## src/hdl/pbrw_pkg.sv

```systemverilog
`timescale 1ns / 1ps
// ----------------------------------------------------------------------------
// pbrw_pkg
// Types, codes and constants of the base-relocation walker.
// ----------------------------------------------------------------------------
package pbrw_pkg;

    localparam int unsigned IN_DATA_W  = 80;
    localparam int unsigned OUT_DATA_W = 104;
    localparam int unsigned ADDR_W     = 5;
    localparam int unsigned FIFO_DEPTH = 4;
    localparam int unsigned FIFO_IDX_W = 2;
    localparam int unsigned FIFO_CNT_W = 3;

    localparam logic [31:0] HEADER_BYTES = 32'd8;
    localparam logic [15:0] OFFSET_MASK  = 16'h0fff;
    localparam int unsigned TYPE_SHIFT   = 12;
    localparam logic [3:0]  TYPE_ABSOLUTE = 4'd0;
    localparam logic [3:0]  TYPE_DIR64    = 4'd10;

    typedef enum logic [1:0] {
        REG_IMAGE_BYTES = 2'd0,
        REG_DIR_ADDRESS = 2'd1,
        REG_DIR_SIZE    = 2'd2,
        REG_DELTA       = 2'd3
    } reg_idx_t;

    typedef enum logic [1:0] {
        CMD_HWORD = 2'd0,
        CMD_VALUE = 2'd1,
        CMD_START = 2'd2
    } cmd_t;

    typedef enum logic [1:0] {
        KIND_READ   = 2'd0,
        KIND_WRITE  = 2'd1,
        KIND_FINISH = 2'd2
    } kind_t;

    typedef enum logic [1:0] {
        ST_OK         = 2'd0,
        ST_BAD_FORMAT = 2'd1,
        ST_RELOC_FAIL = 2'd2
    } status_t;

    typedef enum logic [1:0] {
        PH_IDLE   = 2'd0,
        PH_HEADER = 2'd1,
        PH_ENTRY  = 2'd2,
        PH_WAIT   = 2'd3
    } phase_t;

    typedef struct packed {
        logic [1:0]  kind;
        logic [31:0] address;
        logic [63:0] value;
        logic [1:0]  status;
        logic        last;
    } res_t;

    function automatic logic in_image(input logic [31:0] addr, input logic [31:0] len,
                                      input logic [31:0] size);
        return (addr <= size) && (len <= (size - addr));
    endfunction

endpackage

```

## src/hdl/pe_base_relocation_walker.sv

```systemverilog
`timescale 1ns / 1ps
// ----------------------------------------------------------------------------
// pe_base_relocation_walker
// Walks a DIR64 base-relocation directory and issues read, patch and finish beats.
// ----------------------------------------------------------------------------
// Usage:
//   Load image_bytes, dir_address, dir_size and delta over the APB port
//   (byte addresses 0, 8, 16, 24) while the block is idle, then send a start
//   beat (s_tuser = 2). Directory halfwords follow as s_tuser = 0 beats; each
//   DIR64 entry yields a read request on the master side, answered by an
//   s_tuser = 1 beat carrying the old word, which yields a write beat with
//   old + delta. A finish beat with a status ends every run.
// Timing:
//   Results of a beat are registered in the result queue before they reach
//   the master side. One input beat is taken every cycle while s_tready is
//   high; a beat that causes two results (write plus finish) pushes both at
//   once. A four-entry result queue sits between the two sides, so input
//   keeps flowing while a result waits; s_tready drops while three or more
//   results are queued, i.e. once a stalled receiver has let results pile up.
// Reset:
//   Clears all control registers to zero, empties the queue and puts the walker idle.
// ----------------------------------------------------------------------------
module pe_base_relocation_walker
(
    input  logic                              clk,
    input  logic                              rst_n,
    // APB configuration
    input  logic                              psel,
    input  logic                              penable,
    input  logic                              pwrite,
    input  logic [pbrw_pkg::ADDR_W-1:0]       paddr,
    input  logic [63:0]                       pwdata,
    output logic [63:0]                       prdata,
    output logic                              pready,
    // input stream
    input  logic                              s_tvalid,
    output logic                              s_tready,
    input  logic [pbrw_pkg::IN_DATA_W-1:0]    s_tdata,   // halfword[15:0], old_value[79:16]
    input  logic [1:0]                        s_tuser,   // cmd[1:0]
    // result stream
    output logic                              m_tvalid,
    input  logic                              m_tready,
    output logic [pbrw_pkg::OUT_DATA_W-1:0]   m_tdata,   // address[31:0], value[95:32],
                                                         // status[97:96], zero[103:98]
    output logic [1:0]                        m_tuser,   // kind[1:0]
    output logic                              m_tlast
);

    logic [31:0] image_bytes_reg;
    logic [31:0] dir_address_reg;
    logic [31:0] dir_size_reg;
    logic [63:0] delta_reg;

    pbrw_pkg::phase_t phase_reg, phase_next;
    logic [1:0]  slot_reg, slot_next;
    logic [31:0] page_reg, page_next;
    logic [31:0] left_reg, left_next;
    logic [31:0] consumed_reg, consumed_next;
    logic [31:0] pending_reg, pending_next;

    pbrw_pkg::res_t fifo_mem [pbrw_pkg::FIFO_DEPTH];
    logic [pbrw_pkg::FIFO_IDX_W-1:0] head_reg, head_next;
    logic [pbrw_pkg::FIFO_IDX_W-1:0] tail_reg, tail_next;
    logic [pbrw_pkg::FIFO_CNT_W-1:0] count_reg, count_next;

    logic           s_acc;
    logic           m_acc;
    logic           cfg_wr;
    logic [1:0]     cmd;
    logic [15:0]    hw;
    logic [63:0]    old_value;
    logic [31:0]    consumed_inc;
    logic [31:0]    hdr_size;
    logic [31:0]    entry_left;
    logic [3:0]     entry_type;
    logic [11:0]    entry_off;
    logic [32:0]    target_sum;
    logic [31:0]    bnd_c;
    logic           bnd_fin;
    pbrw_pkg::status_t bnd_status;
    pbrw_pkg::res_t r0, r1;
    logic [1:0]     push_n;
    pbrw_pkg::res_t head_res;

    assign pready = 1'b1;
    assign cfg_wr = psel && penable && pwrite && pready;

    always_ff @(posedge clk or negedge rst_n)
    begin
        if (!rst_n)
        begin
            image_bytes_reg <= '0;
            dir_address_reg <= '0;
            dir_size_reg    <= '0;
            delta_reg       <= '0;
        end
        else if (cfg_wr)
        begin
            case (pbrw_pkg::reg_idx_t'(paddr[4:3]))
                pbrw_pkg::REG_IMAGE_BYTES: image_bytes_reg <= pwdata[31:0];
                pbrw_pkg::REG_DIR_ADDRESS: dir_address_reg <= pwdata[31:0];
                pbrw_pkg::REG_DIR_SIZE:    dir_size_reg    <= pwdata[31:0];
                pbrw_pkg::REG_DELTA:       delta_reg       <= pwdata;
                default:                   delta_reg       <= delta_reg;
            endcase
        end
    end

    always_comb
    begin
        case (pbrw_pkg::reg_idx_t'(paddr[4:3]))
            pbrw_pkg::REG_IMAGE_BYTES: prdata = {32'h0, image_bytes_reg};
            pbrw_pkg::REG_DIR_ADDRESS: prdata = {32'h0, dir_address_reg};
            pbrw_pkg::REG_DIR_SIZE:    prdata = {32'h0, dir_size_reg};
            pbrw_pkg::REG_DELTA:       prdata = delta_reg;
            default:                   prdata = '0;
        endcase
    end

    assign s_tready  = (count_reg <= pbrw_pkg::FIFO_CNT_W'(pbrw_pkg::FIFO_DEPTH - 2));
    assign s_acc     = s_tvalid && s_tready;
    assign m_acc     = m_tvalid && m_tready;
    assign cmd       = s_tuser;
    assign hw        = s_tdata[15:0];
    assign old_value = s_tdata[79:16];

    assign consumed_inc = consumed_reg + 32'd2;
    assign hdr_size     = left_reg | {hw, 16'h0};
    assign entry_left   = left_reg - 32'd2;
    assign entry_type   = hw[15:pbrw_pkg::TYPE_SHIFT];
    assign entry_off    = hw[11:0] & pbrw_pkg::OFFSET_MASK[11:0];
    assign target_sum   = {1'b0, page_reg} + {21'h0, entry_off};

    // block boundary: end of directory, short tail, or next header
    always_comb
    begin
        case (pbrw_pkg::cmd_t'(cmd))
            pbrw_pkg::CMD_START: bnd_c = 32'h0;
            pbrw_pkg::CMD_HWORD: bnd_c = consumed_inc;
            default:             bnd_c = consumed_reg;
        endcase
        bnd_fin    = 1'b1;
        bnd_status = pbrw_pkg::ST_OK;
        if (bnd_c == dir_size_reg)
            bnd_status = pbrw_pkg::ST_OK;
        else if ((dir_size_reg - bnd_c) < pbrw_pkg::HEADER_BYTES)
            bnd_status = pbrw_pkg::ST_BAD_FORMAT;
        else
            bnd_fin = 1'b0;
    end

    always_comb
    begin
        phase_next    = phase_reg;
        slot_next     = slot_reg;
        page_next     = page_reg;
        left_next     = left_reg;
        consumed_next = consumed_reg;
        pending_next  = pending_reg;
        r0            = '0;
        r1            = '0;
        push_n        = 2'd0;
        if (s_acc)
        begin
            case (pbrw_pkg::cmd_t'(cmd))
                pbrw_pkg::CMD_START:
                begin
                    slot_next     = 2'd0;
                    page_next     = '0;
                    left_next     = '0;
                    consumed_next = '0;
                    pending_next  = '0;
                    push_n        = 2'd1;
                    r0.kind       = pbrw_pkg::KIND_FINISH;
                    phase_next    = pbrw_pkg::PH_IDLE;
                    if (delta_reg == 64'h0)
                        r0.status = pbrw_pkg::ST_OK;
                    else if (dir_address_reg == 32'h0 || dir_size_reg == 32'h0 ||
                             !pbrw_pkg::in_image(dir_address_reg, dir_size_reg,
                                                 image_bytes_reg))
                        r0.status = pbrw_pkg::ST_RELOC_FAIL;
                    else if (bnd_fin)
                        r0.status = bnd_status;
                    else
                    begin
                        push_n     = 2'd0;
                        phase_next = pbrw_pkg::PH_HEADER;
                    end
                end
                pbrw_pkg::CMD_HWORD:
                begin
                    if (phase_reg == pbrw_pkg::PH_HEADER)
                    begin
                        consumed_next = consumed_inc;
                        case (slot_reg)
                            2'd0:    page_next = {16'h0, hw};
                            2'd1:    page_next = page_reg | {hw, 16'h0};
                            2'd2:    left_next = {16'h0, hw};
                            default: left_next = hdr_size;
                        endcase
                        if (slot_reg != 2'd3)
                            slot_next = slot_reg + 2'd1;
                        else
                        begin
                            slot_next = 2'd0;
                            r0.kind   = pbrw_pkg::KIND_FINISH;
                            if (hdr_size < pbrw_pkg::HEADER_BYTES || hdr_size[0] ||
                                (hdr_size - pbrw_pkg::HEADER_BYTES) >
                                (dir_size_reg - consumed_inc))
                            begin
                                push_n     = 2'd1;
                                r0.status  = pbrw_pkg::ST_BAD_FORMAT;
                                phase_next = pbrw_pkg::PH_IDLE;
                            end
                            else
                            begin
                                left_next = hdr_size - pbrw_pkg::HEADER_BYTES;
                                if (hdr_size != pbrw_pkg::HEADER_BYTES)
                                    phase_next = pbrw_pkg::PH_ENTRY;
                                else if (bnd_fin)
                                begin
                                    push_n     = 2'd1;
                                    r0.status  = bnd_status;
                                    phase_next = pbrw_pkg::PH_IDLE;
                                end
                                else
                                begin
                                    phase_next = pbrw_pkg::PH_HEADER;
                                    left_next  = '0;
                                end
                            end
                        end
                    end
                    else if (phase_reg == pbrw_pkg::PH_ENTRY)
                    begin
                        consumed_next = consumed_inc;
                        left_next     = entry_left;
                        r0.kind       = pbrw_pkg::KIND_FINISH;
                        if (entry_type == pbrw_pkg::TYPE_ABSOLUTE)
                        begin
                            if (entry_left == 32'h0)
                            begin
                                if (bnd_fin)
                                begin
                                    push_n     = 2'd1;
                                    r0.status  = bnd_status;
                                    phase_next = pbrw_pkg::PH_IDLE;
                                end
                                else
                                begin
                                    phase_next = pbrw_pkg::PH_HEADER;
                                    slot_next  = 2'd0;
                                    left_next  = '0;
                                end
                            end
                        end
                        else if (entry_type != pbrw_pkg::TYPE_DIR64 || target_sum[32])
                        begin
                            push_n     = 2'd1;
                            r0.status  = pbrw_pkg::ST_RELOC_FAIL;
                            phase_next = pbrw_pkg::PH_IDLE;
                        end
                        else if (!pbrw_pkg::in_image(target_sum[31:0], 32'd8, image_bytes_reg))
                        begin
                            push_n     = 2'd1;
                            r0.status  = pbrw_pkg::ST_BAD_FORMAT;
                            phase_next = pbrw_pkg::PH_IDLE;
                        end
                        else
                        begin
                            push_n       = 2'd1;
                            r0.kind      = pbrw_pkg::KIND_READ;
                            r0.address   = target_sum[31:0];
                            pending_next = target_sum[31:0];
                            phase_next   = pbrw_pkg::PH_WAIT;
                        end
                    end
                end
                pbrw_pkg::CMD_VALUE:
                begin
                    if (phase_reg == pbrw_pkg::PH_WAIT)
                    begin
                        push_n     = 2'd1;
                        r0.kind    = pbrw_pkg::KIND_WRITE;
                        r0.address = pending_reg;
                        r0.value   = old_value + delta_reg;
                        phase_next = pbrw_pkg::PH_ENTRY;
                        r1.kind    = pbrw_pkg::KIND_FINISH;
                        if (left_reg == 32'h0)
                        begin
                            if (bnd_fin)
                            begin
                                push_n     = 2'd2;
                                r1.status  = bnd_status;
                                phase_next = pbrw_pkg::PH_IDLE;
                            end
                            else
                            begin
                                phase_next = pbrw_pkg::PH_HEADER;
                                slot_next  = 2'd0;
                                left_next  = '0;
                            end
                        end
                    end
                end
                default:
                begin
                    push_n = 2'd0;
                end
            endcase
        end
        r0.last = (push_n == 2'd1);
        r1.last = 1'b1;
    end

    always_ff @(posedge clk or negedge rst_n)
    begin
        if (!rst_n)
        begin
            phase_reg    <= pbrw_pkg::PH_IDLE;
            slot_reg     <= '0;
            page_reg     <= '0;
            left_reg     <= '0;
            consumed_reg <= '0;
            pending_reg  <= '0;
        end
        else
        begin
            phase_reg    <= phase_next;
            slot_reg     <= slot_next;
            page_reg     <= page_next;
            left_reg     <= left_next;
            consumed_reg <= consumed_next;
            pending_reg  <= pending_next;
        end
    end

    // result queue
    always_ff @(posedge clk)
    begin
        if (push_n != 2'd0)
            fifo_mem[tail_reg] <= r0;
        if (push_n == 2'd2)
            fifo_mem[tail_reg + 2'd1] <= r1;
    end

    always_comb
    begin
        tail_next  = tail_reg + push_n;
        head_next  = head_reg + {1'b0, m_acc};
        count_next = count_reg + {1'b0, push_n} - {2'b0, m_acc};
    end

    always_ff @(posedge clk or negedge rst_n)
    begin
        if (!rst_n)
        begin
            head_reg  <= '0;
            tail_reg  <= '0;
            count_reg <= '0;
        end
        else
        begin
            head_reg  <= head_next;
            tail_reg  <= tail_next;
            count_reg <= count_next;
        end
    end

    assign head_res = fifo_mem[head_reg];
    assign m_tvalid = (count_reg != '0);
    assign m_tdata  = {6'h0, head_res.status, head_res.value, head_res.address};
    assign m_tuser  = head_res.kind;
    assign m_tlast  = head_res.last;

`ifndef SYNTHESIS
    a_count_bound: assert property (@(posedge clk) disable iff (!rst_n)
        count_reg <= pbrw_pkg::FIFO_CNT_W'(pbrw_pkg::FIFO_DEPTH))
        else $error("result queue overflow");

    a_pair_shape: assert property (@(posedge clk) disable iff (!rst_n)
        push_n == 2'd2 |-> r0.kind == pbrw_pkg::KIND_WRITE &&
                           r1.kind == pbrw_pkg::KIND_FINISH)
        else $error("two-result beat is not write plus finish");

    a_zero_delta: assert property (@(posedge clk) disable iff (!rst_n)
        s_acc && cmd == pbrw_pkg::CMD_START && delta_reg == 64'h0
        |=> phase_reg == pbrw_pkg::PH_IDLE && count_reg != '0)
        else $error("zero delta start did not finish");

    a_drop_when_full: assert property (@(posedge clk) disable iff (!rst_n)
        push_n != 2'd0 |-> s_acc)
        else $error("result pushed without an accepted beat");
`endif

endmodule

```

## config.mk

```make
export PLATFORM = sky130hd
export DESIGN_NAME = pe_base_relocation_walker
export DESIGN_NICKNAME = d
export VERILOG_FILES = /design/src/hdl/pbrw_pkg.sv /design/src/hdl/pe_base_relocation_walker.sv
export SDC_FILE = /design/constraint.sdc
export NUM_CORES = 2
export LEC_CHECK = 0
export BUFFER_PORTS_ARGS = -buffer_cell sky130_fd_sc_hd__buf_2
export CAP_MARGIN = 20
export CELL_PAD_IN_SITES_DETAIL_PLACEMENT = 1
export CELL_PAD_IN_SITES_GLOBAL_PLACEMENT = 1
export CORE_UTILIZATION = 52
export DETAILED_ROUTE_END_ITERATION = 8
export GPL_ROUTABILITY_DRIVEN = 0
export PLACE_DENSITY_LB_ADDON = 0.12
export SYNTH_ARGS = -nofsm -noshare
export SYNTH_HDL_FRONTEND = slang
export SYNTH_SLANG_ARGS = --single-unit
```

## constraint.sdc

```tcl
create_clock -name clk -period 10.25 [get_ports clk]
set_input_delay 2.05 -clock clk [delete_from_list [all_inputs] [get_ports clk]]
set_output_delay 2.05 -clock clk [all_outputs]
set_load 0.005 [all_outputs]
```

==> run_results.csv <==
group,metric,value,unit
outcome,status,"complete, no violations",
sta,slew-limit-headroom,17.3,%
worst_setup_path,rr_endpoint,"fifo_mem[0][41]",
worst_setup_path,criticalPathCategory,"flop to flop",
grt,grt_usage,38.9,%
grt,antenna_violations_before_repair,12,
synthesis,post_synth_most_frequent_cells,"396 x dfxtp_1, 298 x dfrtp_1, 293 x a21oi_1, 284 x nand2_1, 279 x ha_1",
sta,hold_ws,0.453,ns
sta,fin_setup_tns,0,ns
synthesis,dominantRegCellSynth,"dfxtp_1",
min_path,worst_hold_startpoint,"fifo_mem[3][99]",
sta,final_hold_viol_count,0,
sta,maxSlewViolCount,0,
cts,cts_tree,"done",
place,io_buffer_count,321,
sta,rsz0062_at_grt,"no",
floorplan,die_area,87700,um^2
routing,detail_route.vias_per_cell,6.86,
pwr,power.static_leakage,20.5,nW
final_layout,fraction_of_final_layout_cells_sized_beyond_drive_strength_1,17.0,%
synthesis,synth_top_cells_by_area,"dfxtp_1 18%, dfrtp_1 17%, ha_1 7.8%",
synthesis,synthArstFlopShare,42.5,%
floorplan,die_x,296,um
pwr,seqPwrFrac,29.8,%
min_path,whs_endpoint,"fifo_mem[3][99]",
worst_setup_path,timing.critical_path.depth,32,
synthesis,synth_top_cell_area_share,17.6,%
pwr,combPwrFrac,46.8,%
synthesis,netlist_instances,4719,
routing,ant_nets,0,
worst_setup_path,critPathRequiredTime,10.79,ns
floorplan,num_rows,107,
routing,dr.first_iter.drc_count,4005,
cts,htree_num_levels,3,
pwr,clock_power_share,23.3,%
place,post-dp-hpwl,125000,um
worst_setup_path,critPathMaxFanout,72,
sta,final_min_period_over_clock_period,89.1,%
sta,max_freq,109,MHz
cts,clk_transition_reported_paths,0.06,ns
worst_setup_path,rr_startpoint,"consumed_reg[1]",
pwr,intPower,7.03,mW
floorplan,ioPinCount,332,
synthesis,mappedNetlistArea,45000,um^2
worst_setup_path,critical_path.top_delay_family,"compound AO/OA/AOI/OAI gates",
pwr,netSwitchingPower,5.64,mW
sta,timing.clock.skew,0.0234,ns
synthesis,post-synth-top-count-cell,"dfxtp_1",
pwr,power.density,254,nW/um^2
synthesis,sequential_element_share_of_the_synthesized_area,34.7,%
pwr,vdd_ir_drop_max,0.000177,V
cts,clock-sinks,702,
grt,grt_start_max_net_pins,150,
synthesis,synth_enable_flop_cells,8,
final_layout,final_nets,5304,
worst_setup_path,critPathLaunchType,"flop",
routing,num_vias,41659,
synthesis,yosys.cell_types.count,106,
routing,drt-pass1-iter-count,5,
sta,tightest_slew,1.23,ns
run,maxCapViolations,0,
pwr,sw_frac_of_total,44.5,%
cts,tritoncts.num_buffers,78,
grt,grt_pass1_vias,41563,
cts,cts.hold.buffers_added,0,
floorplan,core_area,85400,um^2
final_layout,relative_area_change_from_synthesis_to_final_layout,10.8,%
min_path,cell_depth_of_the_worst_hold_path,1,
synthesis,syn_avg_cell_area,9.53,um^2
routing,drc,0,
synthesis,yosys.area.top_type,"dfxtp_1",
synthesis,synth_warnings,0,
floorplan,die_height,296,um
sta,finalCriticalPeriod,9.14,ns
worst_setup_path,cp_slowest_stage_delay,0.84,ns
routing,wirelength,173000,um
worst_setup_path,crit_buf_inv,3,
cts,number_of_buffers_between_clock_root_and_the_deepest_sink,3,
cts,cts.root.buffer_cell,"clkbuf_16",
worst_setup_path,cpMaxStageDelayCell,"buf_4",
worst_setup_path,worst-r2r-setup-slack,1.11,ns
cts,cts_post_setup_buffers_inserted,0,
cts,clk_latency_worst_skew_pair,0.67,ns
grt,grt_first_pass_wirelength,261000,um
grt,grt.overflow.total,0,
worst_setup_path,worst_path_most_repeated_cell,"ha_1",
sta,setup_violations,0,
min_path,hold_class,"flop to flop",
cts,cts_resized,0,
floorplan,starting_utilization_of_the_core_area,52.6,%
worst_setup_path,timing.critical_path.to_type,"flop",
routing,wl_per_cell,28.6,um
worst_setup_path,timing.reg2reg.worst_path_depth,32,
worst_setup_path,arrival,9.68,ns
synthesis,synth-seq-cells,702,
final_layout,largest_register_ff_count,404,
-- worst max path at each step --
stage | from | endpoint | slack, ns
6_report | consumed_reg[1] | fifo_mem[0][41] | 1.11
5_1_grt | consumed_reg[1] | fifo_mem[0][41] | 0.53
4_1_cts | consumed_reg[1] | fifo_mem[0][41] | 1.21
3_5_place_dp | s_tdata[0] | fifo_mem[2][69] | 1.08
3_3_place_gp | s_tdata[0] | fifo_mem[1][68] | 1.22
2_1_floorplan | s_tdata[1] | fifo_mem[0][74] | 2.83
-- metrics by stage --
stage / power [mW] / instance area [um^2] / util (%) / setup slack [ns] / instances
final: 12.7 / 49800 / 58.3 / 1.11 / 6071
after global routing: 13.3 / 49800 / 58.3 / 0.534 / 6070
after CTS: 12.5 / 49800 / 58.3 / 1.21 / 6066
after detailed placement: 9.53 / 47100 / 55.1 / 1.08 / 5924
after global placement: 9.32 / 47100 / 55.1 / 1.22 / 5924
after floorplan: 7.61 / 45000 / - / 2.83 / 4726
-- layout make-up --
| type | instances | area, um^2 |
|---|---|---|
| Fill cell | 9742 | 35600 |
| Multi-Input combinational cell | 3526 | 27400 |
| Sequential cell | 702 | 15600 |
| Clock buffer | 114 | 2300 |
| Timing Repair Buffer | 371 | 2030 |
| Tap cell | 1144 | 1430 |
| Inverter | 183 | 687 |
| Clock inverter | 28 | 385 |
| Antenna cell | 3 | 7.51 |
-- cell families after synthesis --
logic type	Yosys count	synth area share, %
compound gates	1512	24.1
xor+xnor	225	4.38
fa+ha+maj	284	7.99
buf+inv	498	4.74
flops	702	34.7
mux	276	10.2
other cells	2	0.0167
simple gates	1220	13.8
-- cell usage in the layout, fill, tap and decap left out, types with 46 or more instances in the layout --
| cell type | n |
|---|---|
| dfxtp_1 | 396 |
| buf_2 | 320 |
| dfrtp_1 | 296 |
| a21oi_1 | 292 |
| nand2_1 | 284 |
| ha_1 | 279 |
| nor2_1 | 274 |
| o2bb2ai_1 | 247 |
| o21ai_0 | 225 |
| inv_1 | 179 |
| a22o_1 | 145 |
| xnor2_1 | 137 |
| mux2_2 | 133 |
| mux4_2 | 133 |
| nand3_1 | 126 |
| xor2_1 | 88 |
| a21o_1 | 87 |
| clkbuf_16 | 81 |
| nand4_1 | 78 |
| nor3_1 | 78 |
| and3_1 | 75 |
| nor4_1 | 63 |
| buf_4 | 47 |
| nand2b_1 | 46 |
-- per-layer routing --
metal,share of wire (%),vias up,global-route usage [%],routed length (um)
met5,0.042,-,0,72
met4,4.7,12,17.1,8210
met3,8.2,375,6.60,14300
met2,45,1834,60.3,78200
met1,42,21198,53.4,72700
li1,-,18240,-,-
-- power by group through the flow --
stage / registers [mW] / clock network, mW / logic, mW
2_1_floorplan: 3.37 / 0 / 4.25
3_3_place_gp: 3.77 / 0 / 5.55
3_5_place_dp: 3.79 / 0 / 5.74
4_1_cts: 3.75 / 2.98 / 5.80
5_1_grt: 3.81 / 3.09 / 6.42
6_report: 3.78 / 2.96 / 5.93
Note: power is estimated with default switching activity, not from simulation.
